## config.mk

```make
export PLATFORM = sky130hd
export DESIGN_NAME = ckh_ram
export DESIGN_NICKNAME = d
export VERILOG_FILES = /design/src/rtl/ckh_ram.sv
export SDC_FILE = /design/constraint.sdc
export NUM_CORES = 1
export LEC_CHECK = 0
export BUFFER_PORTS_ARGS = -buffer_cell sky130_fd_sc_hd__buf_2
export CORE_MARGIN = 5
export CORE_UTILIZATION = 46
export DETAILED_ROUTE_END_ITERATION = 7
export PLACE_DENSITY = 0.67
export SLEW_MARGIN = 25
export SYNTH_ARGS = -nofsm -noshare
export SYNTH_HDL_FRONTEND = slang
export SYNTH_SLANG_ARGS = --single-unit
```

## constraint.sdc

```tcl
create_clock -name clk -period 3.4 [get_ports clk]
set_clock_uncertainty 0.15 [all_clocks]
set_input_delay 0.68 -clock clk [delete_from_list [all_inputs] [get_ports clk]]
set_output_delay 0.68 -clock clk [all_outputs]
set_load 0.02 [all_outputs]
```

## src/rtl/ckh_ram.sv

```systemverilog
// ----------------------------------------------------------------------------
// Generic RAM
// One write port, one read port, read data registered.
// ----------------------------------------------------------------------------
module ckh_ram #(
  parameter int WIDTH = 8,
  parameter int DEPTH = 16
) (
  input  logic                     clk,
  input  logic                     we,
  input  logic [$clog2(DEPTH)-1:0] waddr,
  input  logic [WIDTH-1:0]         wdata,
  input  logic [$clog2(DEPTH)-1:0] raddr,
  output logic [WIDTH-1:0]         rdata
);

  logic [WIDTH-1:0] mem [DEPTH];
  logic [WIDTH-1:0] rdata_r;

  // write and registered read
  always_ff @(posedge clk) begin
    if (we) begin
      mem[waddr] <= wdata;
    end
    rdata_r <= mem[raddr];
  end

  assign rdata = rdata_r;

endmodule

```

# ---- After elaboration in Yosys (flattened, before gate mapping)
# Memory sizes are Yosys's and may differ from the RTL's. A register that Yosys moved wholly into a read port is not among the register bits.
# Cells that the tools add are included.
dict set report op_classes {
  mux 2
}
# op n
set ops {}
lappend ops {{two-way mux 1 bit} 2}
dict set report word_totals {
  reg_bits 0
  elab_cells 3
  n_memories 1
  ramBits 128
}
# name depth width read_ports rd_ports_with_merged_regs wr line
set mem_list {}
lappend mem_list {mem 16 8 1 1 1 17} ;# logic [WIDTH-1:0] mem [DEPTH];

# ---- Depth between registers and ports, before layout
dict set report depth {
  depth_word 2
  depth_mapped 5
  mapped_depth_nobuf 3
}

# ---- Worst setup path before layout
# No wires, ideal clock.
dict set report synth_path {
  kind {input -> register}
  start {input port waddr[2]}
  end {memory mem[0][0], enable pin}
  stages 2
  t_arrival_ps 1790
  path_slack_ps 1077
  t_required_ps 2867
  setup_time_ps 383
  cell_sequence {or3b_2 > nor3_1}
}
# element line
set synth_lines {}
lappend synth_lines {{from (decl)} 11} ;# input logic [$clog2(DEPTH)-1:0] waddr,
lappend synth_lines {{to (decl)} 17}
# Straight into the memory's write port.

==> results.yml <==
place:
  portBuffers: 25
  place.gp.congestion: 0.7811
  place_hpwl_um: 6000
min_path:
  hold_start: "wdata[5]"
  hold-path-endpoint: "mem[1][5]"
  hold_path_class: "input pin to register"
  hold_depth: 1
critical_path:
  r2r_slack_ns: 1.93
  r2r_cells: 3
  slowest_stage: "mux4_1"
  crit_buf_inv: 2
  rr_startpoint: "mem[3][7]"
  critPathKind: "input pin to register"
  rr_endpoint: "rdata[7]"
  crit_arrival_ns: 2.12
  start_kind: "input pin"
  critPathTopFamily: "multiplexers"
  required_ns: 3.64
  worstSetupEndpointType: "register"
  critPathMaxFanout: 12
  cp_cell_sequence: "buf_2, buf_4, mux4_1, a22oi_1, nand2_1"
  max_stage_delay_ns: 0.57
sta:
  hold_ws_ns: 0.3981
  finalHoldViolCount: 0
  finalSetupViolCount: 0
  rsz0062_at_grt: "no"
  slew_headroom_pct: 35.94
  fmax_mhz: 530.4
  period_needed_ns: 1.886
  post-route-period-util_pct: 55.46
  tightestPinTransition_ns: 0.9573
  drv_slew: 0
  setup-tns-final_ns: 0
clocking:
  cts_setup_buffers: 0
  cts_hold_buf: 0
  cts_inserted_buffers: 17
  cts.sinks: 136
  cts_tree: "yes"
  cts-resized-gates: 0
  htreeDepth: 4
  path_clk_slew_ns: 0.06
  cts_root_buffer: "clkbuf_8"
  worstSkewPairLatency_ns: 0.51
  clockBufferDepth: 2
floorplan:
  dieArea_um2: 13410
  std_cell_rows: 38
  boundaryPins: 26
  fp.dieW_um: 115.8
  core_um2: 10890
  start_util_pct: 47.28
  die_y_um: 115.8
global_route:
  grt_pass1_wl_um: 14740
  grt_max_degree: 33
  overflow: 0
  grt_pass1_vias: 2577
  antenna_found_initial: 0
  grt.total_usage_pct: 15.69
routing:
  vias_per_cell: 5.581
  drt_pre_antenna_iters: 5
  drt-total-wl_um: 9578
  ant_nets: 0
  drc: 0
  num_vias: 2400
  wire_per_inst_um: 22.27
  drt_iter0_markers: 162
logic_synthesis:
  syn-cell-area_um2: 5147
  ys_seq_elements: 136
  ys_seq_area_share_pct: 77.78
  syn_area_per_cell_um2: 22.48
  ys_types: 19
  ys_warn_count: 0
  syn-num-nets: 247
  synth_cells: 229
cells_and_area:
  final_cell_mix: "edfxtp_1, buf_2, mux4_2"
  layout-drive-gt1-share_pct: 30.00
  utilization_pct: 55.18
  area_delta_synth_final_pct: 16.72
  antenna_cells: 0
  final_common_cell: "edfxtp_1"
  nets: 295
power_and_ir_drop:
  p_per_area_nw_per_um2: 619.5
  power.leakage_nw: 2.017
  irDropWorstVdd_uv: 281.6
outcome:
  status: "finished, final reports clean"
job:
  cap_violations: 0
==> routing by layer <==
metal	vias up	wire [µm]	share of wire, %	track usage (%)
li1	1073	-	-	-
met4	0	97	1.0	5.568
met2	74	4863	51	25.32
met3	9	545	5.7	4.386
met1	1244	4072	43	20.65
met5	-	0	0	0
==> how the worst max path moves through the flow <==
stage,startpoint,end,slack [ns],cells past startpoint
6_report,raddr[0],rdata[3],1.51,5
5_1_grt,raddr[0],rdata[2],1.40,5
4_1_cts,raddr[0],rdata[3],1.48,5
3_5_place_dp,raddr[0],rdata[2],0.94,5
3_3_place_gp,raddr[0],rdata[2],0.95,5
2_1_floorplan,waddr[2],mem[0][0],1.08,2
==> power by group <==
part	internal, mW	total, mW	switching [mW]
Combinational	0.0716	0.176	0.104
Sequential	1.87	1.88	0.0105
Clock	0.971	1.66	0.690
Total	2.92	3.72	0.805
==> cells in the mapped netlist (all sizes together) <==
| cell | instances | area, µm² |
|---|---|---|
| a22oi | 16 | 120.1 |
| and2 | 1 | 6.260 |
| and2b | 1 | 7.510 |
| buf | 7 | 56.30 |
| clkdlybuf4s25 | 3 | 30.03 |
| dfxtp | 8 | 160.2 |
| edfxtp | 128 | 3844 |
| mux4 | 32 | 773.2 |
| nand2 | 9 | 33.78 |
| nand2b | 2 | 12.51 |
| nand3 | 1 | 5.000 |
| nand3b | 2 | 15.01 |
| nor2 | 13 | 48.80 |
| nor2b | 1 | 6.260 |
| nor3 | 4 | 20.02 |
| or3b | 1 | 8.760 |
==> final cells by class <==
| class | instances | area, µm² |
|---|---|---|
| Clock buffer | 18 | 417.9 |
| Clock inverter | 14 | 123.9 |
| Fill cell | 805 | 4880 |
| Multi-Input combinational cell | 83 | 1057 |
| Sequential cell | 136 | 4004 |
| Tap cell | 140 | 175.2 |
| Timing Repair Buffer | 39 | 230.2 |
==> sequential cells by signal (all words and copies together), names as in the netlist <==
name and cells:
mem 128, rdata 8
==> stage by stage <==
step | worst slack [ns] | power, mW | cell area [µm²] | cells
detailed placement | 0.9398 | 2.101 | 5466 | 398
CTS | 1.478 | 3.752 | 6008 | 430
global placement | 0.9496 | 2.095 | 5466 | 398
finish | 1.514 | 3.722 | 6008 | 430
global route | 1.402 | 3.838 | 6008 | 430
floorplan | 1.077 | 2.026 | 5147 | 229
==> worst register-to-register path: stages (launching register included) <==
cell and delay, ns:
edfxtp_1 0.35, mux4_2 0.48, a22oi_1 0.25, nand2_1 0.12
==> cells by family (layout without fill, tap and decap cells) <==
| kind of cell | after synthesis | count (layout) | synth area share, % |
|---|---|---|---|
| AND/OR/NAND/NOR | 35 | 35 | 3.184 |
| multiplexers | 32 | 32 | 15.02 |
| flip-flops | 136 | 136 | 77.78 |
| buffers and inverters | 10 | 71 | 1.677 |
| AO/OA/AOI/OAI | 16 | 16 | 2.334 |
No activity file was read; power rests on OpenSTA's default activity.
