**src/rtl/ckh_pkg.sv**
```systemverilog
// ----------------------------------------------------------------------------
// Cuckoo hash map package
// Sizes, codes, payload types and the digit reduction step of the hash.
// ----------------------------------------------------------------------------
package ckh_pkg;

  localparam int TABLE_ENTRIES = 4096;
  localparam int MAX_KICKS     = 256;
  localparam int STORE_DEPTH   = 2 * TABLE_ENTRIES;
  localparam int SLOT_W        = $clog2(TABLE_ENTRIES);
  localparam int ADDR_W        = $clog2(STORE_DEPTH);
  localparam int KICK_W        = $clog2(MAX_KICKS + 2);
  localparam int KEY_W         = 63;
  localparam int VAL_W         = 32;
  localparam int MULT_W        = 64;
  localparam int ENTRY_W       = KEY_W + VAL_W;

  localparam logic [SLOT_W-1:0] MOD_ONE = SLOT_W'(TABLE_ENTRIES - 5);
  localparam logic [SLOT_W-1:0] MOD_TWO = SLOT_W'(TABLE_ENTRIES - 1);
  localparam logic [KEY_W-1:0]  EMPTY_KEY = '1;

  localparam logic [MULT_W-1:0] MULT_ONE_RST = 64'd392746233656539461;
  localparam logic [MULT_W-1:0] MULT_TWO_RST = 64'd318372663882574251;

  localparam logic [31:0] RND_X_RST = 32'd123456789;
  localparam logic [31:0] RND_Y_RST = 32'd362436069;
  localparam logic [31:0] RND_Z_RST = 32'd521288629;

  localparam logic [1:0] OP_LOOKUP = 2'd0;
  localparam logic [1:0] OP_INSERT = 2'd1;
  localparam logic [1:0] OP_REMOVE = 2'd2;
  localparam logic [1:0] OP_CLEAR  = 2'd3;

  localparam logic [1:0] ST_OK   = 2'd0;
  localparam logic [1:0] ST_MISS = 2'd1;
  localparam logic [1:0] ST_FAIL = 2'd2;

  localparam logic CFG_MULT_ONE = 1'b0;
  localparam logic CFG_MULT_TWO = 1'b1;

  typedef struct packed {
    logic [1:0]       operation;
    logic [KEY_W-1:0] key;
    logic [VAL_W-1:0] value;
  } ckh_in_t;

  typedef struct packed {
    logic [1:0]       status;
    logic [VAL_W-1:0] found_value;
  } ckh_out_t;

  typedef struct packed {
    logic [KEY_W-1:0] key;
    logic [VAL_W-1:0] value;
  } ckh_entry_t;

  // fold one 4-bit digit into a remainder: (rem*16 + digit) mod modulus
  function automatic logic [SLOT_W-1:0] reduce_digit(
    input logic [SLOT_W-1:0] rem,
    input logic [3:0]        digit,
    input logic [SLOT_W-1:0] modulus
  );
    logic [SLOT_W+3:0] t;
    logic [SLOT_W+3:0] m;
    t = {rem, digit};
    for (int j = 3; j >= 0; j--) begin
      m = {4'b0, modulus} << j;
      if (t >= m) begin
        t = t - m;
      end
    end
    return t[SLOT_W-1:0];
  endfunction

endpackage

```
**src/rtl/ckh_hash_lane.sv**
```systemverilog
// ----------------------------------------------------------------------------
// Cuckoo hash lane
// Low 64 bits of key*mult from three 32x32 products, then the remainder by
// the table modulus, one 4-bit digit per cycle.
// ----------------------------------------------------------------------------
module ckh_hash_lane
  import ckh_pkg::*;
(
  input  logic              clk,
  input  logic              rst_n,
  input  logic              start,
  input  logic [KEY_W-1:0]  key,
  input  logic [MULT_W-1:0] mult,
  input  logic [SLOT_W-1:0] modulus,
  output logic              done,
  output logic [SLOT_W-1:0] slot
);

  localparam logic [1:0] PH_IDLE = 2'd0;
  localparam logic [1:0] PH_MUL  = 2'd1;
  localparam logic [1:0] PH_RED  = 2'd2;

  logic [1:0]        phase_r, phase_nxt;
  logic [1:0]        step_r, step_nxt;
  logic [3:0]        dig_r, dig_nxt;
  logic              done_r, done_nxt;
  logic [63:0]       prod_r, prod_nxt;
  logic [63:0]       acc_r, acc_nxt;
  logic [SLOT_W-1:0] rem_r, rem_nxt;
  logic [31:0]       op_a, op_b;
  logic [63:0]       product;

  // pick the partial product for this step
  always_comb begin
    case (step_r)
      2'd0: begin
        op_a = key[31:0];
        op_b = mult[31:0];
      end
      2'd1: begin
        op_a = key[31:0];
        op_b = mult[63:32];
      end
      default: begin
        op_a = {1'b0, key[62:32]};
        op_b = mult[31:0];
      end
    endcase
  end

  assign product = op_a * op_b;

  // sequence multiply, accumulate and digit reduction
  always_comb begin
    phase_nxt = phase_r;
    step_nxt  = step_r;
    dig_nxt   = dig_r;
    done_nxt  = 1'b0;
    prod_nxt  = prod_r;
    acc_nxt   = acc_r;
    rem_nxt   = rem_r;
    case (phase_r)
      PH_IDLE: begin
        if (start) begin
          phase_nxt = PH_MUL;
          step_nxt  = 2'd0;
        end
      end
      PH_MUL: begin
        prod_nxt = product;
        step_nxt = step_r + 2'd1;
        case (step_r)
          2'd0: acc_nxt = acc_r;
          2'd1: acc_nxt = prod_r;
          default: acc_nxt = acc_r + {prod_r[31:0], 32'b0};
        endcase
        if (step_r == 2'd3) begin
          phase_nxt = PH_RED;
          dig_nxt   = 4'd0;
          rem_nxt   = '0;
        end
      end
      PH_RED: begin
        rem_nxt = reduce_digit(rem_r, acc_r[63:60], modulus);
        acc_nxt = acc_r << 4;
        dig_nxt = dig_r + 4'd1;
        if (dig_r == 4'd15) begin
          phase_nxt = PH_IDLE;
          done_nxt  = 1'b1;
        end
      end
      default: phase_nxt = PH_IDLE;
    endcase
  end

  // control state
  always_ff @(posedge clk) begin
    if (!rst_n) begin
      phase_r <= PH_IDLE;
      done_r  <= 1'b0;
    end else begin
      phase_r <= phase_nxt;
      done_r  <= done_nxt;
    end
  end

  // datapath
  always_ff @(posedge clk) begin
    step_r <= step_nxt;
    dig_r  <= dig_nxt;
    prod_r <= prod_nxt;
    acc_r  <= acc_nxt;
    rem_r  <= rem_nxt;
  end

  assign done = done_r;
  assign slot = rem_r;

endmodule

```
**config.mk**
```make
export PLATFORM = sky130hd
export DESIGN_NAME = ckh_hash_lane
export DESIGN_NICKNAME = d
export VERILOG_FILES = /design/src/rtl/ckh_pkg.sv /design/src/rtl/ckh_hash_lane.sv
export SDC_FILE = /design/constraint.sdc
export NUM_CORES = 2
export LEC_CHECK = 0
export BUFFER_PORTS_ARGS = -buffer_cell sky130_fd_sc_hd__buf_4
export CAP_MARGIN = 20
export CORE_UTILIZATION = 50
export DETAILED_ROUTE_END_ITERATION = 10
export GPL_TIMING_DRIVEN = 0
export PLACE_DENSITY = 0.67
export SLEW_MARGIN = 20
export SYNTH_ARGS = -nofsm -noshare
export SYNTH_HDL_FRONTEND = slang
export SYNTH_SLANG_ARGS = --single-unit
```
**constraint.sdc**
```tcl
create_clock -name clk -period 11.7 [get_ports clk]
set_input_delay 0.585 -clock clk [delete_from_list [all_inputs] [get_ports clk]]
set_output_delay 0.585 -clock clk [all_outputs]
set_load 0.02 [all_outputs]
```
* Word-level counts from Yosys, hierarchy flattened
Index checks and enable logic that the tools add are counted.
** Storage, ports and cells
- Memories :: 0
- Word-level logic and storage cells :: 60
- Bits in read-only memories :: 0
- Bits in registers :: 149
- Output and inout port bits :: 13
- Memory bits (writable) :: 0
- Latch bits :: 0
- Bits of input ports :: 142
** Operators by class
- Reductions and logical operators :: 10
- Bitwise operators :: 0
- Shifts and indexed selects :: 0
- $mul :: 1
- Order comparisons :: 4
- Add/sub/neg operators :: 7
- Mux-type cells :: 22
- Div/mod/pow operators :: 0
- Equality and inequality tests :: 9
** Operators with widths (count)
- 64-bit case mux with 2 select lines :: 2
- 16-bit 2-to-1 mux :: 6
- 64-bit adder :: 1
- 32-bit by 32-bit multiplier with 64-bit output :: 1
- 32-bit 2-to-1 mux :: 2
- 12-bit 2-to-1 mux :: 2
- 12-bit case mux with 2 select lines :: 1
- 16-bit by 12-bit >= comparator with 1-bit output :: 1
- 16-bit by 13-bit >= comparator with 1-bit output :: 1
- 16-bit by 14-bit >= comparator with 1-bit output :: 1
- 16-bit by 15-bit >= comparator with 1-bit output :: 1
- 16-bit by 13-bit subtractor with 16-bit output :: 1
- 16-bit by 14-bit subtractor with 16-bit output :: 1
- 16-bit by 15-bit subtractor with 16-bit output :: 1
- 12-bit subtractor :: 1
- 2-bit 2-to-1 mux :: 4
- 2-bit inequality test, second input constant :: 4
- 4-bit case mux with 2 select lines :: 1
- 2-bit AND reduction :: 4
- 2-bit case mux with 3 select lines :: 1
- 4-bit by 1-bit adder with 4-bit output, second input constant :: 1
- 2-bit by 1-bit == test with 1-bit output, second input constant :: 2
- 2-bit == test, second input constant :: 2
- 4-bit == test, second input constant :: 1
- other kinds (8) :: 10

* Logic depth before layout (Yosys ltp)
- Depth in word-level cells :: 12
- Mapped depth :: 44
- Gate-level depth less buffers :: 40

* Worst setup path after synthesis
Ideal clock, no wire load.
- Kind :: in2reg
- Start point :: in modulus[1]
- End point :: reg rem_r[1], in the netlist slot[1], data pin
- Setup slack :: 2.143 ns
- Stages on the path :: 42
- Library setup time :: 0.256 ns
- Arrival :: 9.302 ns
- Required time :: 11.444 ns
- Buffers on the path :: 3
- Cell sequence :: inv_1 > ha_1 > nor2b_1 > o31ai_1 > a21o_4 > a22oi_4 > clkbuf_1 > nor2_1 > a21oi_1 > fa_1 > a21o_1 > a31o_2 > o2111ai_1 > nand3_1 > o21ai_1 > o2111ai_2 > clkbuf_1 > o21ai_0 > [... 6 more ...] > o41ai_1 > o21ai_0 > o21a_1 > a211o_1 > buf_2 > mux2i_1 > ha_1 > a21o_1 > a21oi_1 > o21ai_0 > a21oi_1 > o21ai_0 > a31oi_1 > a21oi_1 > or2_2 > a221o_1 > or3_1 > o211a_1
** Between the ends
- Word-level cells in the longest chain between the ends :: 12
- Elaborated cells between the ends (all ways) :: 16
- Those cells by class :: add/sub (4); order compare (4); mux (8)
** Ends and longest elaborated chain
- start, declared :: line ckh_hash_lane.sv:14 : input logic [SLOT_W-1:0] modulus,
- 16-bit by 15-bit subtractor with 16-bit output / 16-bit by 15-bit >= comparator with 1-bit output (equally long branches) :: line ckh_pkg.sv:69, ckh_pkg.sv:68
- 16-bit 2-to-1 mux :: line ckh_pkg.sv:68 : if (t >= m) begin
- 16-bit 2-to-1 mux :: line ckh_hash_lane.sv:62 : case (phase_r)
- 16-bit by 14-bit subtractor with 16-bit output / 16-bit by 14-bit >= comparator with 1-bit output (equally long branches) :: line ckh_pkg.sv:69, ckh_pkg.sv:68
- 16-bit 2-to-1 mux :: line ckh_pkg.sv:68
- 16-bit 2-to-1 mux :: line ckh_hash_lane.sv:62
- 16-bit by 13-bit subtractor with 16-bit output / 16-bit by 13-bit >= comparator with 1-bit output (equally long branches) :: line ckh_pkg.sv:69, ckh_pkg.sv:68
- 16-bit 2-to-1 mux :: line ckh_pkg.sv:68
- 16-bit 2-to-1 mux :: line ckh_hash_lane.sv:62
- 16-bit by 12-bit >= comparator with 1-bit output / 12-bit subtractor (equally long branches) :: line ckh_pkg.sv:68, ckh_pkg.sv:69
- 12-bit 2-to-1 mux (*) :: line ckh_pkg.sv:68
- 12-bit case mux with 2 select lines (*) :: line ckh_hash_lane.sv:62
- end signal, assigned :: line ckh_hash_lane.sv:113 : rem_r <= rem_nxt;
- end, declared :: line ckh_hash_lane.sv:29 : logic [SLOT_W-1:0] rem_r, rem_nxt;
Every way passes the cells marked *; elsewhere a longest branch is shown, timed or not. The select of a mux whose other input is x is not followed.
A chain may end at the register's enable or synchronous reset.

* Final worst setup path
- Start point :: reg step_r[0]
- End point :: reg prod_r[63], data pin
** Between the ends
- Word-level cells in the longest chain between the ends :: 4
- Elaborated cells between the ends (all ways) :: 6
- Those cells by class :: mul (1); eq/ne (1); mux (2); reduce/logical (2)
** Ends and longest elaborated chain
- start, declared :: line ckh_hash_lane.sv:24 : logic [1:0] step_r, step_nxt;
- start signal, assigned :: line ckh_hash_lane.sv:109 : step_r <= step_nxt;
- 2-bit by 1-bit == test with 1-bit output / 2-bit logical NOT (equally long branches) :: line ckh_hash_lane.sv:35 : case (step_r)
- 2-bit OR reduction (no source line)
- 32-bit 2-to-1 mux :: line ckh_hash_lane.sv:35
- 32-bit by 32-bit multiplier with 64-bit output (*) :: line ckh_hash_lane.sv:51 : assign product = op_a * op_b;
- named net product[63] :: line ckh_hash_lane.sv:31 : logic [63:0] product;
- end signal, assigned :: line ckh_hash_lane.sv:111 : prod_r <= prod_nxt;
- end, declared :: line ckh_hash_lane.sv:27 : logic [63:0] prod_r, prod_nxt;
The timed path passes the listed nets; every way through them passes the cells marked *.

==> results.cfg <==
[cells_and_area]
nNetsFinal = 6380
final_layout_size_suffix_gt1_frac = 0.0798
syn2layout_area_growth_pct = 8.80
postLayoutCellArea_um2 = 47000

[clocking]
root_buffer = clkbuf_16
clock_latency_ps = 440
cts_made_buffers = 17
cts.sinks = 149
h-tree-depth = 4
path_clk_slew_ps = 70
cts_tree = built
ctsLongestPathBuffers = 2
cts_hold_buf = 0

[synth]
synthFlopType = edfxtp_1
synthArstFlopShare = 0
synth.distinct_cells = 77
netlist_area_um2 = 43200
syn_avg_cell_area_um2 = 9.00
synth_edf_count = 146
yosys_register_bits = 149
syn_inst = 4799
ys_warn_count = 0
synth_seq_area_share = 0.103
synth_nets = 6191

[place]
port_buffers = 154
place.gp.congestion = 1.02
placed_area_um2 = 46100
post-dp-hpwl_um = 134000
dp_slack_ps = -793

[setup_path]
crit_slowest_cell = clkbuf_1
crit_arrival_ps = 11700
ff2ff_path_depth = 31
crit_path_max_incr_delay_ps = 900
cp-end-kind = flip-flop
crit_family = adder cells
worstPathRequired_ps = 11870
start_kind = flip-flop
critical_path_depth = 31
cp_num_buf_inv = 8
criticalPathCategory = flip-flop to flip-flop
path_max_fanout = 10
cpMostUsedCell = fa_1

[global_routing]
grt_pass1_wl_um = 230000
met2_usage = 0.544
grt_pass1_vias = 35500
top_usage_layer = met2
grt_overflow_total = 0
grt_usage = 0.370
met3_usage = 0.101
antenna_found_initial = 14
grtUsageMet1 = 0.495
grt_start_max_net_pins = 43

[drt]
num_vias = 35600
antenna_left = 0
routed_wl_um = 159000
first_pass_iters = 5
drt-initial-drc-count = 3562
wl_per_cell_um = 25.8
drc = 0
vias_per_cell = 5.78

[sta]
whs_ps = 383
tightest_slew_ps = 1280
relSlewSlack = 0.123
final_max_slew_viol_count = 0
period_share = 0.986
fmax_ghz = 0.0867
hold_viol = 0
setup_ws_ps = 169
rsz0062_at_grt = true
period_minus_slack_ps = 11530
skew_ps = 10.5
setup_viol = 0

[floorplanning]
initial_core_util = 0.506
ios = 155
core_area_um2 = 85300
die_h_um = 296
die_w_um = 296
dieArea_um2 = 87500
rows = 107

[hold_path]
min_path_type = input pin to flip-flop
worst_hold_path.num_cells = 2

[job]
maxCapViolCount = 0

[status]
status = finished, final reports clean
-- final timing paths --
path         slack [ps]                    start                 endpoint
max                 170  step_r[0]$_SDFFCE_PN0P_     prod_r[63]$_DFFE_PP_
min                 380                    rst_n  phase_r[0]$_SDFFE_PN0P_
max reg2reg         170  step_r[0]$_SDFFCE_PN0P_     prod_r[63]$_DFFE_PP_
min reg2reg         530      acc_r[31]$_DFFE_PP_      acc_r[35]$_DFFE_PP_
-- registers in the layout, summed over array words and instances (netlist names) --
register	count
prod_r	64
step_r	2
dig_r	4
phase_r	2
acc_r	64
done	1
slot	12
-- metrics by stage --
step / util / setup TNS (ps) / cells
finish: 0.551 / 0 / 6147
global route: 0.551 / -12.3 / 6146
CTS: 0.549 / 0 / 6145
detailed placement: 0.541 / -10690 / 6113
global placement: 0.537 / -56490 / 6097
floorplan: - / 0 / 4799
-- what timing repair did --
action                     in CTS  in global routing
setup endpoints to repair      26                 24
gates resized for setup        26                 48
pin swaps                       0                  1
setup buffers                   0                  1
-- per-layer routing --
layer	wire [um]	vias to the layer above
met3	20100	427
met1	60400	18000
met5	66	-
met4	10200	10
met2	67700	2043
li1	-	15100
-- synthesized netlist by cell type, drive strengths merged (12+ instances only) --
library cell	count	area share
clkbuf	179	0.016
nand2b	26	0.0038
edfxtp	146	0.10
nor2b	18	0.0026
a22o	28	0.0057
nor2	464	0.041
nand4	20	0.0029
nand2	741	0.064
buf	21	0.0020
nor3	17	0.0020
a211oi	12	0.0021
o21ai	104	0.012
a21o	61	0.011
inv	1042	0.091
ha	349	0.10
o21a	28	0.0049
mux2i	79	0.018
xnor2	66	0.013
xor2	47	0.0095
fa	901	0.42
and2	16	0.0023
o211ai	15	0.0026
or3	15	0.0022
a21oi	132	0.016
and3	14	0.0020
o21bai	15	0.0026
mux2	87	0.023
nand3	33	0.0038
a31oi	15	0.0022
-- final cells by class --
| type | instances | area (um^2) |
|---|---|---|
| antenna | 2 | 5.00 |
| buffer | 199 | 827 |
| clock buffer | 17 | 425 |
| clock inverter | 15 | 180 |
| fill | 7964 | 38300 |
| inverter | 1042 | 3910 |
| multi-input combinational | 3408 | 34400 |
| sequential | 149 | 4440 |
| tap | 1144 | 1430 |
| timing repair buffer | 171 | 1370 |
-- layout by cell type, fill, tap and decap left out, types with 17 or more instances in the layout --
cell | synthesis | final
inv_1 | 1042 | 1042
nor3_1 | 17 | 17
nand2_1 | 741 | 741
mux2_2 | 87 | 87
o21a_1 | 28 | 28
o21ai_0 | 102 | 98
ha_1 | 349 | 348
mux2i_2 | 1 | 31
nor2b_1 | 18 | 18
a21o_1 | 60 | 60
nand4_1 | 20 | 20
a22o_1 | 28 | 28
a21oi_1 | 130 | 130
clkbuf_1 | 179 | 157
nand2b_1 | 26 | 26
nor2_1 | 463 | 462
clkbuf_16 | 0 | 17
mux2i_1 | 78 | 38
nand3_1 | 33 | 33
edfxtp_1 | 146 | 146
buf_4 | 1 | 158
xor2_1 | 47 | 47
xnor2_1 | 66 | 66
clkbuf_2 | 0 | 21
fa_1 | 901 | 901
-- cells by family (layout without fill, tap and decap cells) --
family,count (synthesis),after routing,synth area share
compound gates,482,482,0.0736
xor+xnor,113,113,0.0229
fa+ha+maj,1250,1250,0.519
buf+inv,1242,1444,0.108
flops,149,149,0.103
mux,166,166,0.0411
other cells,0,2,0
simple gates,1397,1397,0.132
Power is not shown: default switching activity piles up to over one toggle a cycle in this logic, so the estimate is an artifact.
