<file path="src/rtl/ckh_pkg.sv">
// ----------------------------------------------------------------------------
// Cuckoo hash map package
// Sizes, codes, payload types and the digit reduction step of the hash.
// ----------------------------------------------------------------------------
package ckh_pkg;

  localparam int TABLE_ENTRIES = 4096;
  localparam int MAX_KICKS     = 256;
  localparam int STORE_DEPTH   = 2 * TABLE_ENTRIES;
  localparam int SLOT_W        = $clog2(TABLE_ENTRIES);
  localparam int ADDR_W        = $clog2(STORE_DEPTH);
  localparam int KICK_W        = $clog2(MAX_KICKS + 2);
  localparam int KEY_W         = 63;
  localparam int VAL_W         = 32;
  localparam int MULT_W        = 64;
  localparam int ENTRY_W       = KEY_W + VAL_W;

  localparam logic [SLOT_W-1:0] MOD_ONE = SLOT_W'(TABLE_ENTRIES - 5);
  localparam logic [SLOT_W-1:0] MOD_TWO = SLOT_W'(TABLE_ENTRIES - 1);
  localparam logic [KEY_W-1:0]  EMPTY_KEY = '1;

  localparam logic [MULT_W-1:0] MULT_ONE_RST = 64'd392746233656539461;
  localparam logic [MULT_W-1:0] MULT_TWO_RST = 64'd318372663882574251;

  localparam logic [31:0] RND_X_RST = 32'd123456789;
  localparam logic [31:0] RND_Y_RST = 32'd362436069;
  localparam logic [31:0] RND_Z_RST = 32'd521288629;

  localparam logic [1:0] OP_LOOKUP = 2'd0;
  localparam logic [1:0] OP_INSERT = 2'd1;
  localparam logic [1:0] OP_REMOVE = 2'd2;
  localparam logic [1:0] OP_CLEAR  = 2'd3;

  localparam logic [1:0] ST_OK   = 2'd0;
  localparam logic [1:0] ST_MISS = 2'd1;
  localparam logic [1:0] ST_FAIL = 2'd2;

  localparam logic CFG_MULT_ONE = 1'b0;
  localparam logic CFG_MULT_TWO = 1'b1;

  typedef struct packed {
    logic [1:0]       operation;
    logic [KEY_W-1:0] key;
    logic [VAL_W-1:0] value;
  } ckh_in_t;

  typedef struct packed {
    logic [1:0]       status;
    logic [VAL_W-1:0] found_value;
  } ckh_out_t;

  typedef struct packed {
    logic [KEY_W-1:0] key;
    logic [VAL_W-1:0] value;
  } ckh_entry_t;

  // fold one 4-bit digit into a remainder: (rem*16 + digit) mod modulus
  function automatic logic [SLOT_W-1:0] reduce_digit(
    input logic [SLOT_W-1:0] rem,
    input logic [3:0]        digit,
    input logic [SLOT_W-1:0] modulus
  );
    logic [SLOT_W+3:0] t;
    logic [SLOT_W+3:0] m;
    t = {rem, digit};
    for (int j = 3; j >= 0; j--) begin
      m = {4'b0, modulus} << j;
      if (t >= m) begin
        t = t - m;
      end
    end
    return t[SLOT_W-1:0];
  endfunction

endpackage

</file>
<file path="src/rtl/ckh_rng.sv">
// ----------------------------------------------------------------------------
// Cuckoo hash random source
// xorshf96 generator; shows bit 0 of the word the next advance produces.
// ----------------------------------------------------------------------------
module ckh_rng
  import ckh_pkg::*;
(
  input  logic clk,
  input  logic rst_n,
  input  logic adv,
  output logic rnd_bit
);

  logic [31:0] x_r, y_r, z_r;
  logic [31:0] s1, s2, s3, t_new;

  // next output word
  always_comb begin
    s1    = x_r ^ (x_r << 16);
    s2    = s1 ^ (s1 >> 5);
    s3    = s2 ^ (s2 << 1);
    t_new = s3 ^ y_r ^ z_r;
  end

  assign rnd_bit = t_new[0];

  // rotate the words on advance
  always_ff @(posedge clk) begin
    if (!rst_n) begin
      x_r <= RND_X_RST;
      y_r <= RND_Y_RST;
      z_r <= RND_Z_RST;
    end else if (adv) begin
      x_r <= y_r;
      y_r <= z_r;
      z_r <= t_new;
    end
  end

endmodule

</file>
<file path="config.mk">
export PLATFORM = sky130hd
export DESIGN_NAME = ckh_rng
export DESIGN_NICKNAME = d
export VERILOG_FILES = /design/src/rtl/ckh_pkg.sv /design/src/rtl/ckh_rng.sv
export SDC_FILE = /design/constraint.sdc
export NUM_CORES = 1
export LEC_CHECK = 0
export ABC_AREA = 1
export BUFFER_PORTS_ARGS = -buffer_cell sky130_fd_sc_hd__buf_2
export CORE_ASPECT_RATIO = 2
export CORE_MARGIN = 4
export CORE_UTILIZATION = 60
export DETAILED_ROUTE_END_ITERATION = 10
export PLACE_DENSITY_LB_ADDON = 0.25
export SLEW_MARGIN = 20
export SYNTH_ARGS = -nofsm -noshare
export SYNTH_HDL_FRONTEND = slang
export SYNTH_SLANG_ARGS = --single-unit
</file>
<file path="constraint.sdc">
create_clock -name clk -period 1.8 [get_ports clk]
set_input_delay 0.09 -clock clk [delete_from_list [all_inputs] [get_ports clk]]
set_output_delay 0.09 -clock clk [all_outputs]
set_load 0.01 [all_outputs]
</file>
Yosys cells after proc, flatten, opt, wreduce, memory -nomap -nowiden

Cells that the tools add are included.

Bits in registers: 96
Memories kept: 0
Memory bits (writable): 0
Output and inout bits: 1
Bits in latches: 0
Bits in read-only memories: 0

Bitwise gates (word level): 5
Div/mod/pow operators: 0
Multiply operators: 0
Shift operators: 0
Multiplexer cells: 0
$lt $le $gt $ge: 0
Reduce and logical (&&, ||, !) cells: 0
Equal/unequal tests: 0
Add/subtract/negate cells: 0

Operators with widths:

| operator         | count |
|---|---|
| $xor A32 B32 Y32 | 4 |
| $xor A32 B27 Y32 | 1 |

Depth between registers and ports, before layout

Gate-level depths: netlist (run 1).

Word-level depth: 5
Depth in mapped cells: 13

Least setup slack after synthesis (run 1)

OpenSTA, ideal clock, no wires.

Path type: reg-to-reg
Start point: register x_r[12]
End point: register z_r[8]
Slack: 508 ps
Cell stages (with the launch flop): 9
Data required time: 1666 ps
Data arrival time: 1158 ps
Cells stage by stage: dfxtp_1 buf_6 xnor2_1 xnor2_1 inv_1 nand2_1 nand2_1 o21ai_0 nand3_1

Word-level cells in the longest chain between the ends: 5

Ends and longest elaborated chain:

| element                       | line          | source |
|---|---|---|
| from (decl)                   | ckh_rng.sv:14 | `logic [31:0] x_r, y_r, z_r;` |
| from (signal assigned)        | ckh_rng.sv:34 | `x_r <= y_r;` |
| $xor A32 B32 Y32              | ckh_rng.sv:19 | `s1 = x_r ^ (x_r << 16);` |
| $xor A32 B27 Y32              | ckh_rng.sv:20 | `s2 = s1 ^ (s1 >> 5);` |
| $xor A32 B32 Y32              | ckh_rng.sv:21 | `s3 = s2 ^ (s2 << 1);` |
| $xor A32 B32 Y32 (2 in a row) | ckh_rng.sv:22 | `t_new = s3 ^ y_r ^ z_r;` |
| to (signal assigned)          | ckh_rng.sv:36 | `z_r <= t_new;` |
| to (decl)                     | ckh_rng.sv:14 |  |

Every way passes these cells.
A chain may end at the register's enable or synchronous reset.

Final worst setup path (run 1)

Start point: register x_r[7]
End point: register z_r[2]

The elaborated chain is that of the path after synthesis.

==> out/results.ini, run 1 <==
[global_routing]
total_global_routing_track_utilization_pct = 23.72
grt_antenna_before_repair = 0
grt_pass1_vias = 4456
global_route_wire_length_before_repair_um = 19310
grt_start_max_net_pins = 151
grt_remaining_overflow = 0

[worst_hold_path]
min_delay_worst_endpoint = z_r[0]
worst_hold_startpoint = adv
min_delay_path_depth = 4
worstHoldPathType = in2reg

[detailed_routing]
route.met3.wl_um = 317
num_vias = 4724
wirelength_um = 11520
post_drt_via_cell_ratio = 5.362
drcViolationCount = 0
highest-signal-layer = met4
wl_met2_um = 6092
drt-met1-wl_um = 4678
drt-pass1-iter-count = 5
wire_per_inst_um = 13.07
drt_iter0_markers = 324
final_antenna_net_count = 0

[timing]
relSlewSlack_pct = 54.69
setup_violators_final = 0
fin_crit_sh_pct = 90.40
final_max_slew_viol_count = 0
finalHoldViolCount = 0
timing.clock.skew_ns = 0.006197
worstMarginPinSlew_ns = 0.6786
setup_repair_after_global_routing_missed_its_margin = false
final.hold.worst_slack_ns = 0.3052
setup_tns_ns = 0
max_freq_mhz = 614.5
timing.final.crit_period_ns = 1.627

[power_and_ir_drop]
peakVddDrop_mv = 0.5344
p_leak_nw = 2.819
overall_power_after_layout_mw = 5.977
powerDensity_nw_per_um2 = 1096

[synthesis]
synth_top_area_share_pct = 37.68
synth.mux.area_fraction_pct = 0
yosys.cell_types.count = 27
synth.cell_area_um2 = 5100
combinational_family_with_the_most_area_after_synthesis = simple AND/OR/NAND/NOR gates
synthMostInstantiatedCell = nand2_1
synth_enable_flop_cells = 0
synthAdderAreaFrac_pct = 0
yosysTopAreaCell = dfxtp_1
synthesis.instances = 792
synth_top_cells_by_count = 271 x nand2_1, 102 x inv_1, 96 x dfxtp_1
synth_async_sr_flop_share_pct = 0
synth.yosys.seq_area_share_pct = 37.68
post_synth.cell_area_avg_um2 = 6.439
yosys.area_share.xor_xnor_pct = 7.041
synth_simple_gate_area_share_pct = 31.67
synth.ff_latch_count = 96
postSynth.topFlopCell = dfxtp_1
biggest_area_contributors_in_the_synthesized_netlist = dfxtp_1 38%, nand2_1 20%, inv_1 7.5%, o21ai_0 6.5%, a21oi_1 5.7%
synth_compound_area_share_pct = 12.86
mappedNetlistNets = 795
synth.yosys.warnings = 0

[cells_and_area]
fin_area_um2 = 5455
insertedDiodeCount = 0
fraction_of_layout_instances_using_a_drive_strength_above_1_pct = 4.215
syn_to_final_growth_pct = 6.968
fillerInstances = 746
finish.net_count = 781

[clock_network]
ctsHtreeMaxLevel = 3
post_cts_hold_buffer_count = 0
cts.clk_slew.worst_paths_ns = 0.06
cts-root-buf = clkbuf_16
number_of_buffers_inserted_during_clock_tree_synthesis = 9
clk_latency_ns = 0.35
clock_path_buffers = 2
clock_sinks = 96
post-cts-setup-buffers = 0
post_cts.resized_instances = 0
tritoncts = built

[critical_path]
critPathMaxStageDelay_ns = 0.49
crit_slowest_cell = xnor2_1
worstPathRequired_ns = 2.00
cp-end-kind = flop
crit_path_cell_trace = xnor2_1 > xnor2_1 > inv_1 > nand2_1 > nand2_1 > o21ai_0 > nand3_1
critPathMaxFanout = 6
cp_data_arrival_time_ns = 1.83
critical_path.startpoint = x_r[7]
reg2reg_slack_ns = 0.17
timing.reg2reg.worst_path_depth = 7
start_kind = flop
reg2reg_from = x_r[7]
path_class = reg2reg
regToRegEndpoint = z_r[2]

[place]
placedInstanceArea_um2 = 5132
place_congestion = 0.8393
place.detailed.hpwl_um = 7997
port_buffers = 3

[die]
die-width_um = 73.19
start_util_pct = 61.51
fp.dieArea_um2 = 10130
core.rowCount = 47
fp.coreArea_um2 = 8292
fp.dieH_um = 138.4
io_pins = 4

[outcome]
outcome = completed

[run]
max_capacitance_violation_count = 0

==> power by group <==
part | internal [mW] | total, mW | leakage [nW] | switching [mW]
sequential | 2.35 | 2.53 | 0.798 | 0.179
combinational | 0.490 | 1.38 | 1.87 | 0.894
clock | 1.25 | 2.06 | 0.152 | 0.810
==> worst max-delay path, delay by kind of cell (launching register included) <==
| kind | cells | cell delay [ns] |
|---|---|---|
| AO/OA/AOI/OAI | 1 | 0.14 |
| XOR/XNOR | 2 | 0.71 |
| buffers and inverters | 1 | 0.06 |
| flip-flops | 1 | 0.36 |
| AND/OR/NAND/NOR | 3 | 0.21 |
==> layer usage <==
layer  vias up  GRT usage (%)
li1       2464              -
met1      2148          27.20
met2        81          41.19
met3        31          3.125
met4         0          12.26
met5         -              0
==> kinds of logic (layout without fill, tap and decap cells) <==
logic type	after synthesis	in the layout
flip-flops	96	96
buffers and inverters	138	129
AND/OR/NAND/NOR	391	391
XOR/XNOR	38	38
AO/OA/AOI/OAI	129	129
==> layout by cell type, fill, tap and decap left out, drive strengths merged, types with 3 or more instances in the layout <==
cell type | synthesis | routed
nand2 | 275 | 275
inv | 106 | 106
dfxtp | 96 | 96
o21ai | 67 | 67
a21oi | 58 | 58
nand3 | 55 | 55
nor2 | 35 | 35
xnor2 | 21 | 21
xor2 | 17 | 17
nand4 | 16 | 16
clkbuf | 16 | 11
buf | 16 | 7
nand3b | 4 | 4
nand2b | 3 | 3
==> stage by stage <==
step	cells	setup WS [ns]	util (%)
2_1_floorplan	792	0.5082	-
3_3_place_gp	865	0.2291	61.90
3_5_place_dp	865	0.1857	61.90
4_1_cts	881	0.1794	65.79
5_1_grt	881	0.01783	65.79
6_report	881	0.1727	65.79
==> flip-flops by register name, indices dropped and copies added, names as in the netlist <==
register	flops
z_r	32
y_r	32
x_r	32
==> final cells by class <==
cell class | instances | area, um^2 | area share, %
Timing Repair Buffer | 7 | 60.06 | 1.101
Multi-Input combinational cell | 558 | 2630 | 48.21
Inverter | 106 | 397.9 | 7.294
Clock inverter | 5 | 80.08 | 1.468
Sequential cell | 96 | 1922 | 35.23
Clock buffer | 11 | 242.7 | 4.450
Tap cell | 98 | 122.6 | 2.248
==> how the worst max path moves through the flow <==
stage | to | slack, ns
final | z_r[2] | 0.17
after global routing | z_r[7] | 0.02
after CTS | z_r[8] | 0.18
after detailed placement | z_r[8] | 0.19
after global placement | z_r[8] | 0.23
after floorplan | z_r[8] | 0.51
(Power assumes the default switching activity.)
==> run 2, diff against run 1 <==
- REMOVE_ABC_BUFFERS: unset -> 1
==> out/results.ini, run 2 (same netlist as run 1, synthesis figures left out) <==
[power_and_ir_drop]
p_leak_nw = 2.853  ; was 2.819 nW
peakVddDrop_mv = 0.5606  ; was 0.5344 mV
overall_power_after_layout_mw = 6.066  ; was 5.977 mW
powerDensity_nw_per_um2 = 1101  ; was 1096 nW/um^2

[clock_network]
ctsHtreeMaxLevel = 3  ; unchanged
cts-root-buf = clkbuf_16  ; unchanged
clock_sinks = 96  ; unchanged
cts.clk_slew.worst_paths_ns = 0.07  ; was 0.06 ns
clock_path_buffers = 2  ; unchanged
clk_latency_ns = 0.35  ; about the same
post_cts.resized_instances = 0  ; unchanged
tritoncts = built  ; unchanged
number_of_buffers_inserted_during_clock_tree_synthesis = 9  ; unchanged
post_cts_hold_buffer_count = 0  ; unchanged
post-cts-setup-buffers = 0  ; unchanged

[cells_and_area]
syn_to_final_growth_pct = 8.047  ; was 6.968%
insertedDiodeCount = 0  ; unchanged
finalCoreUtilization_pct = 66.46  ; was 65.79%
mostFrequentLayoutCell = nand2_1  ; unchanged
finish.net_count = 789  ; was 781
fin_area_um2 = 5510  ; was 5455 um^2
fraction_of_layout_instances_using_a_drive_strength_above_1_pct = 5.183  ; was 4.215%
most-common-layout-cells = 271 x nand2_1, 102 x inv_1, 96 x dfxtp_1  ; was 271 x nand2_1, 101 x inv_1, 96 x dfxtp_1
reg.largest.list = x_r x32, y_r x32, z_r x32  ; unchanged

[timing]
worstMarginPinSlew_ns = 0.6487  ; was 0.6786 ns
setup_repair_after_global_routing_missed_its_margin = false  ; unchanged
final_max_slew_viol_count = 0  ; unchanged
timing.clock.skew_ns = 0.008532  ; was 0.006197 ns
max_freq_mhz = 632.7  ; was 614.5 MHz
finalWorstSetupSlack_ns = 0.2196  ; was 0.1727 ns
setup_violators_final = 0  ; unchanged
timing.final.crit_period_ns = 1.580  ; was 1.627 ns
relSlewSlack_pct = 56.75  ; was 54.69%
setup_tns_ns = 0  ; unchanged
finalHoldViolCount = 0  ; unchanged
fin_crit_sh_pct = 87.80  ; was 90.40%

[critical_path]
start_kind = flop  ; unchanged
critPathMaxFanout = 5  ; was 6
cp_data_arrival_time_ns = 1.78  ; was 1.83 ns
cp-end-kind = flop  ; unchanged
worstPathRequired_ns = 2.00  ; about the same
path_class = reg2reg  ; unchanged
reg2reg_from = x_r[8]  ; was x_r[7]
timing.reg2reg.worst_path_depth = 7  ; unchanged
regToRegEndpoint = z_r[8]  ; was z_r[2]
critical_path.startpoint = x_r[8]  ; was x_r[7]
reg2reg_slack_ns = 0.22  ; was 0.17 ns

[global_routing]
met2_usage_in_global_routing_pct = 46.76  ; was 41.19%
total_global_routing_track_utilization_pct = 25.04  ; was 23.72%
gr-max-usage-layer = met2  ; unchanged
grt_antenna_before_repair = 0  ; unchanged
grt_util_met1_pct = 25.84  ; was 27.20%
use_met3_pct = 3.997  ; was 3.125%
grt_pass1_vias = 4739  ; was 4456
grt_start_max_net_pins = 65  ; was 151
global_route_wire_length_before_repair_um = 20400  ; was 19310 um
grt_remaining_overflow = 0  ; unchanged

[worst_hold_path]
worst_hold_startpoint = adv  ; unchanged
min_delay_worst_endpoint = y_r[3]  ; was z_r[0]
worstHoldPathType = in2reg  ; unchanged
min_delay_path_depth = 2  ; was 4

[detailed_routing]
wire_per_inst_um = 13.80  ; was 13.07 um
drt-pass1-iter-count = 5  ; unchanged
num_vias = 4886  ; was 4724
final_antenna_net_count = 0  ; unchanged
wirelength_um = 12270  ; was 11520 um
drt_iter0_markers = 420  ; was 324
post_drt_via_cell_ratio = 5.496  ; was 5.362
drcViolationCount = 0  ; unchanged

[place]
place.detailed.hpwl_um = 8743  ; was 7997 um
port_buffers = 3  ; unchanged
place_congestion = 0.8684  ; was 0.8393
place_worst_setup_slack_ns = 0.2208  ; was 0.1857 ns
placedInstanceArea_um2 = 5180  ; was 5132 um^2

[outcome]
outcome = completed  ; unchanged

[die]
start_util_pct = 61.51  ; unchanged
fp.coreArea_um2 = 8292  ; unchanged
core.rowCount = 47  ; unchanged
die-width_um = 73.19  ; unchanged
io_pins = 4  ; unchanged
fp.dieH_um = 138.4  ; unchanged
fp.dieArea_um2 = 10130  ; unchanged

[run]
max_capacitance_violation_count = 0  ; unchanged

run 2: layout make-up:
cell class	count	area [um^2]
Timing Repair Buffer	15	107.6
Tap cell	98	122.6
Fill cell	711	2781
Clock inverter	6	91.34
Multi-Input combinational cell	558	2630
Sequential cell	96	1922
Clock buffer	10	239.0
Inverter	106	397.9
run 2: power breakdown:
group	switching [mW]	internal, mW
clock	0.848	1.26
sequential	0.183	2.35
combinational	0.922	0.501
total	1.95	4.11
run 2: metal layers:
layer,vias up,routed length [um]
li1,2474,-
met1,2259,4763
met2,117,6683
met3,36,400
met4,0,420
met5,-,0
run 2: how the worst max path moves through the flow:
stage	slack, ns	cells after the start	to
finish	0.22	7	z_r[8]
global route	0.08	9	z_r[12]
CTS	0.21	7	z_r[8]
detailed placement	0.22	7	z_r[9]
global placement	0.31	7	z_r[9]
floorplan	0.43	7	z_r[8]
run 2: per-stage QoR:
step | hold WS (ns) | instances
floorplan | 0.1662 | 760
global placement | 0.4373 | 873
detailed placement | 0.4511 | 873
CTS | 0.2000 | 889
global route | 0.2448 | 889
finish | 0.2091 | 889
run 2: worst max-delay path, cell delays in order, from the launching register on:
cell     delay [ns]
dfxtp_1        0.36
xnor2_1        0.45
xnor2_1        0.20
inv_1          0.07
nand2_1        0.08
nand2_1        0.05
o21ai_0        0.14
nand3_1        0.09
==> run 3, diff against run 2 <==
- CORE_UTILIZATION: 60 -> 57
- clock period: 1.8 -> 1.3 ns (I/O delays scaled with it)
==> out/results.ini, run 3 (same netlist as run 1, synthesis figures left out) <==
[place]
place_congestion = 0.8820  ; was 0.8684
post-place-cells = 909  ; was 873
placedInstanceArea_um2 = 5475  ; was 5180 um^2
port_buffers = 3  ; unchanged
place.detailed.hpwl_um = 8865  ; was 8743 um

[clock_network]
cts-root-buf = clkbuf_16  ; unchanged
tritoncts = built  ; unchanged
ctsHtreeMaxLevel = 3  ; unchanged
clk_latency_ns = 0.35  ; about the same
clock_sinks = 96  ; unchanged
number_of_buffers_inserted_during_clock_tree_synthesis = 9  ; unchanged
cts.clk_slew.worst_paths_ns = 0.07  ; about the same
clock_path_buffers = 2  ; unchanged

[timing]
final_max_slew_viol_count = 0  ; unchanged
finalWorstSetupSlack_ns = -0.3472  ; was 0.2196 ns
timing.final.crit_period_ns = 1.647  ; was 1.580 ns
worstMarginPinSlew_ns = 0.4464  ; was 0.6487 ns
setup_tns_ns = -4.538  ; was 0 ns
setup_repair_after_global_routing_missed_its_margin = true  ; was false
finalHoldViolCount = 0  ; unchanged
fin_crit_sh_pct = 126.7  ; was 87.80%
max_freq_mhz = 607.1  ; was 632.7 MHz
setup_violators_final = 32  ; was 0
timing.clock.skew_ns = 0.003851  ; was 0.008532 ns
relSlewSlack_pct = 70.24  ; was 56.75%

[detailed_routing]
drt-pass1-iter-count = 6  ; was 5
drt_iter0_markers = 639  ; was 420
wirelength_um = 18480  ; was 12270 um
num_vias = 5791  ; was 4886
final_antenna_net_count = 0  ; unchanged
drcViolationCount = 0  ; unchanged
wire_per_inst_um = 19.61  ; was 13.80 um
post_drt_via_cell_ratio = 6.148  ; was 5.496

[cells_and_area]
insertedDiodeCount = 0  ; unchanged
mostFrequentLayoutCell = nand2_1  ; unchanged
reg.largest.list = x_r x32, y_r x32, z_r x32  ; unchanged
fillerInstances = 469  ; was 711
finish.net_count = 840  ; was 789
finalCoreUtilization_pct = 83.55  ; was 66.46%
syn_to_final_growth_pct = 42.66  ; was 8.047%
multi_input_comb_area_um2 = 3710  ; was 2630 um^2
most-common-layout-cells = 125 x nand2_1, 117 x nand2_2, 70 x inv_1  ; was 271 x nand2_1, 102 x inv_1, 96 x dfxtp_1
fin_area_um2 = 7276  ; was 5510 um^2
fraction_of_layout_instances_using_a_drive_strength_above_1_pct = 43.35  ; was 5.183%
instances_no_fill = 942  ; was 889
seq_area_um2 = 2012  ; was 1922 um^2

[critical_path]
start_kind = flop  ; unchanged
critical_path.startpoint = x_r[11]  ; was x_r[8]
path_class = reg2reg  ; unchanged
regToRegEndpoint = z_r[27]  ; was z_r[8]
reg2reg_from = x_r[11]  ; was x_r[8]
critPathMaxFanout = 5  ; unchanged
cp_data_arrival_time_ns = 1.88  ; was 1.78 ns
cp-end-kind = flop  ; unchanged
worstPathRequired_ns = 1.53  ; was 2.00 ns
endpoint = z_r[27]  ; was z_r[8]
timing.reg2reg.worst_path_depth = 10  ; was 7
reg2reg_slack_ns = -0.35  ; was 0.22 ns

[outcome]
failed_checks = negative setup slack
outcome = complete, but fails checks  ; was completed

[worst_hold_path]
min_delay_path_depth = 3  ; was 2
worstHoldPathType = in2reg  ; unchanged

[die]
io_pins = 4  ; unchanged
fp.coreArea_um2 = 8708  ; was 8292 um^2
core.rowCount = 48  ; was 47
fp.dieH_um = 141.8  ; was 138.4 um
die-width_um = 74.89  ; was 73.19 um
start_util_pct = 58.56  ; was 61.51%
fp.dieArea_um2 = 10620  ; was 10130 um^2

[global_routing]
total_global_routing_track_utilization_pct = 27.67  ; was 25.04%
grt_remaining_overflow = 0  ; unchanged
grt_antenna_before_repair = 0  ; unchanged
grt_start_max_net_pins = 64  ; was 65
grt_pass1_vias = 5195  ; was 4739
global_route_wire_length_before_repair_um = 22850  ; was 20400 um

[power_and_ir_drop]
power.share.sequential_pct = 35.8  ; was 41.8%
overall_power_after_layout_mw = 10.07  ; was 6.066 mW
share_of_total_power_consumed_by_net_switching_pct = 35.46  ; was 32.21%
fraction_of_power_consumed_by_the_clock_network_pct = 30.5  ; was 34.8%
p_leak_nw = 3.484  ; was 2.853 nW
power_switching_mw = 3.569  ; was 1.953 mW
internal_power_mw = 6.497  ; was 4.112 mW
peakVddDrop_mv = 1.367  ; was 0.5606 mV
power.combinational.fraction_pct = 33.7  ; was 23.5%
powerDensity_nw_per_um2 = 1383  ; was 1101 nW/um^2

[run]
max_capacitance_violation_count = 0  ; unchanged

run 3: layer usage:
layer  GRT usage [%]  wire [um]  vias up
met1           30.13       6245     2728
met3           3.830       1269      125
met4           19.04       1354        0
li1                -          -     2569
met2           47.24       9607      369
met5               0          0        -
run 3: final cells by class:
cell class	instances	area share, %
tap	100	1.720
multi-input combinational	558	50.99
sequential	96	27.65
inverter	106	6.088
clock inverter	6	1.479
timing repair buffer	66	8.925
clock buffer	10	3.147
run 3: worst max-delay path: stages (launching register included):
cell     delay (ns)
dfxtp_4        0.41
inv_4          0.05
nand2_2        0.05
nand2_2        0.08
buf_4          0.14
xor2_2         0.19
nor2_1         0.09
nor2_1         0.11
nand2_1        0.10
a21oi_1        0.20
o21ai_1        0.09
run 3: worst min-delay path by stage:
stage	start	endpoint	slack (ns)
3_5_place_dp	adv	y_r[26]	0.36
3_3_place_gp	adv	y_r[26]	0.34
2_1_floorplan	rst_n	y_r[12]	0.14
5_1_grt	rst_n	z_r[9]	0.22
6_report	rst_n	z_r[17]	0.20
4_1_cts	rst_n	z_r[17]	0.20
run 3: timing repair:
action | in CTS | in global routing
endpoints found under the hold margin | 1 | 0
setup buffers | 10 | 11
gates resized for setup | 162 | 226
endpoints found under the setup margin | 32 | 33
cloned | 0 | 2
hold buffers | 1 | 0
pin swaps | 54 | 111
run 3: power by group through the flow:
| stage | sequential [mW] | combinational (mW) | clock, mW |
|---|---|---|---|
| global route | 3.63 | 3.65 | 3.18 |
| CTS | 3.52 | 2.56 | 3.03 |
| finish | 3.60 | 3.40 | 3.07 |
| detailed placement | 3.55 | 2.12 | 0 |
| floorplan | 3.50 | 1.44 | 0 |
| global placement | 3.53 | 2.02 | 0 |
run 3: through the flow:
stage | hold slack, ns | worst slack [ns]
2_1_floorplan | 0.1412 | -0.06653
3_3_place_gp | 0.3431 | -0.2587
3_5_place_dp | 0.3556 | -0.3024
4_1_cts | 0.1952 | -0.09848
5_1_grt | 0.2248 | -0.3558
6_report | 0.2038 | -0.3472
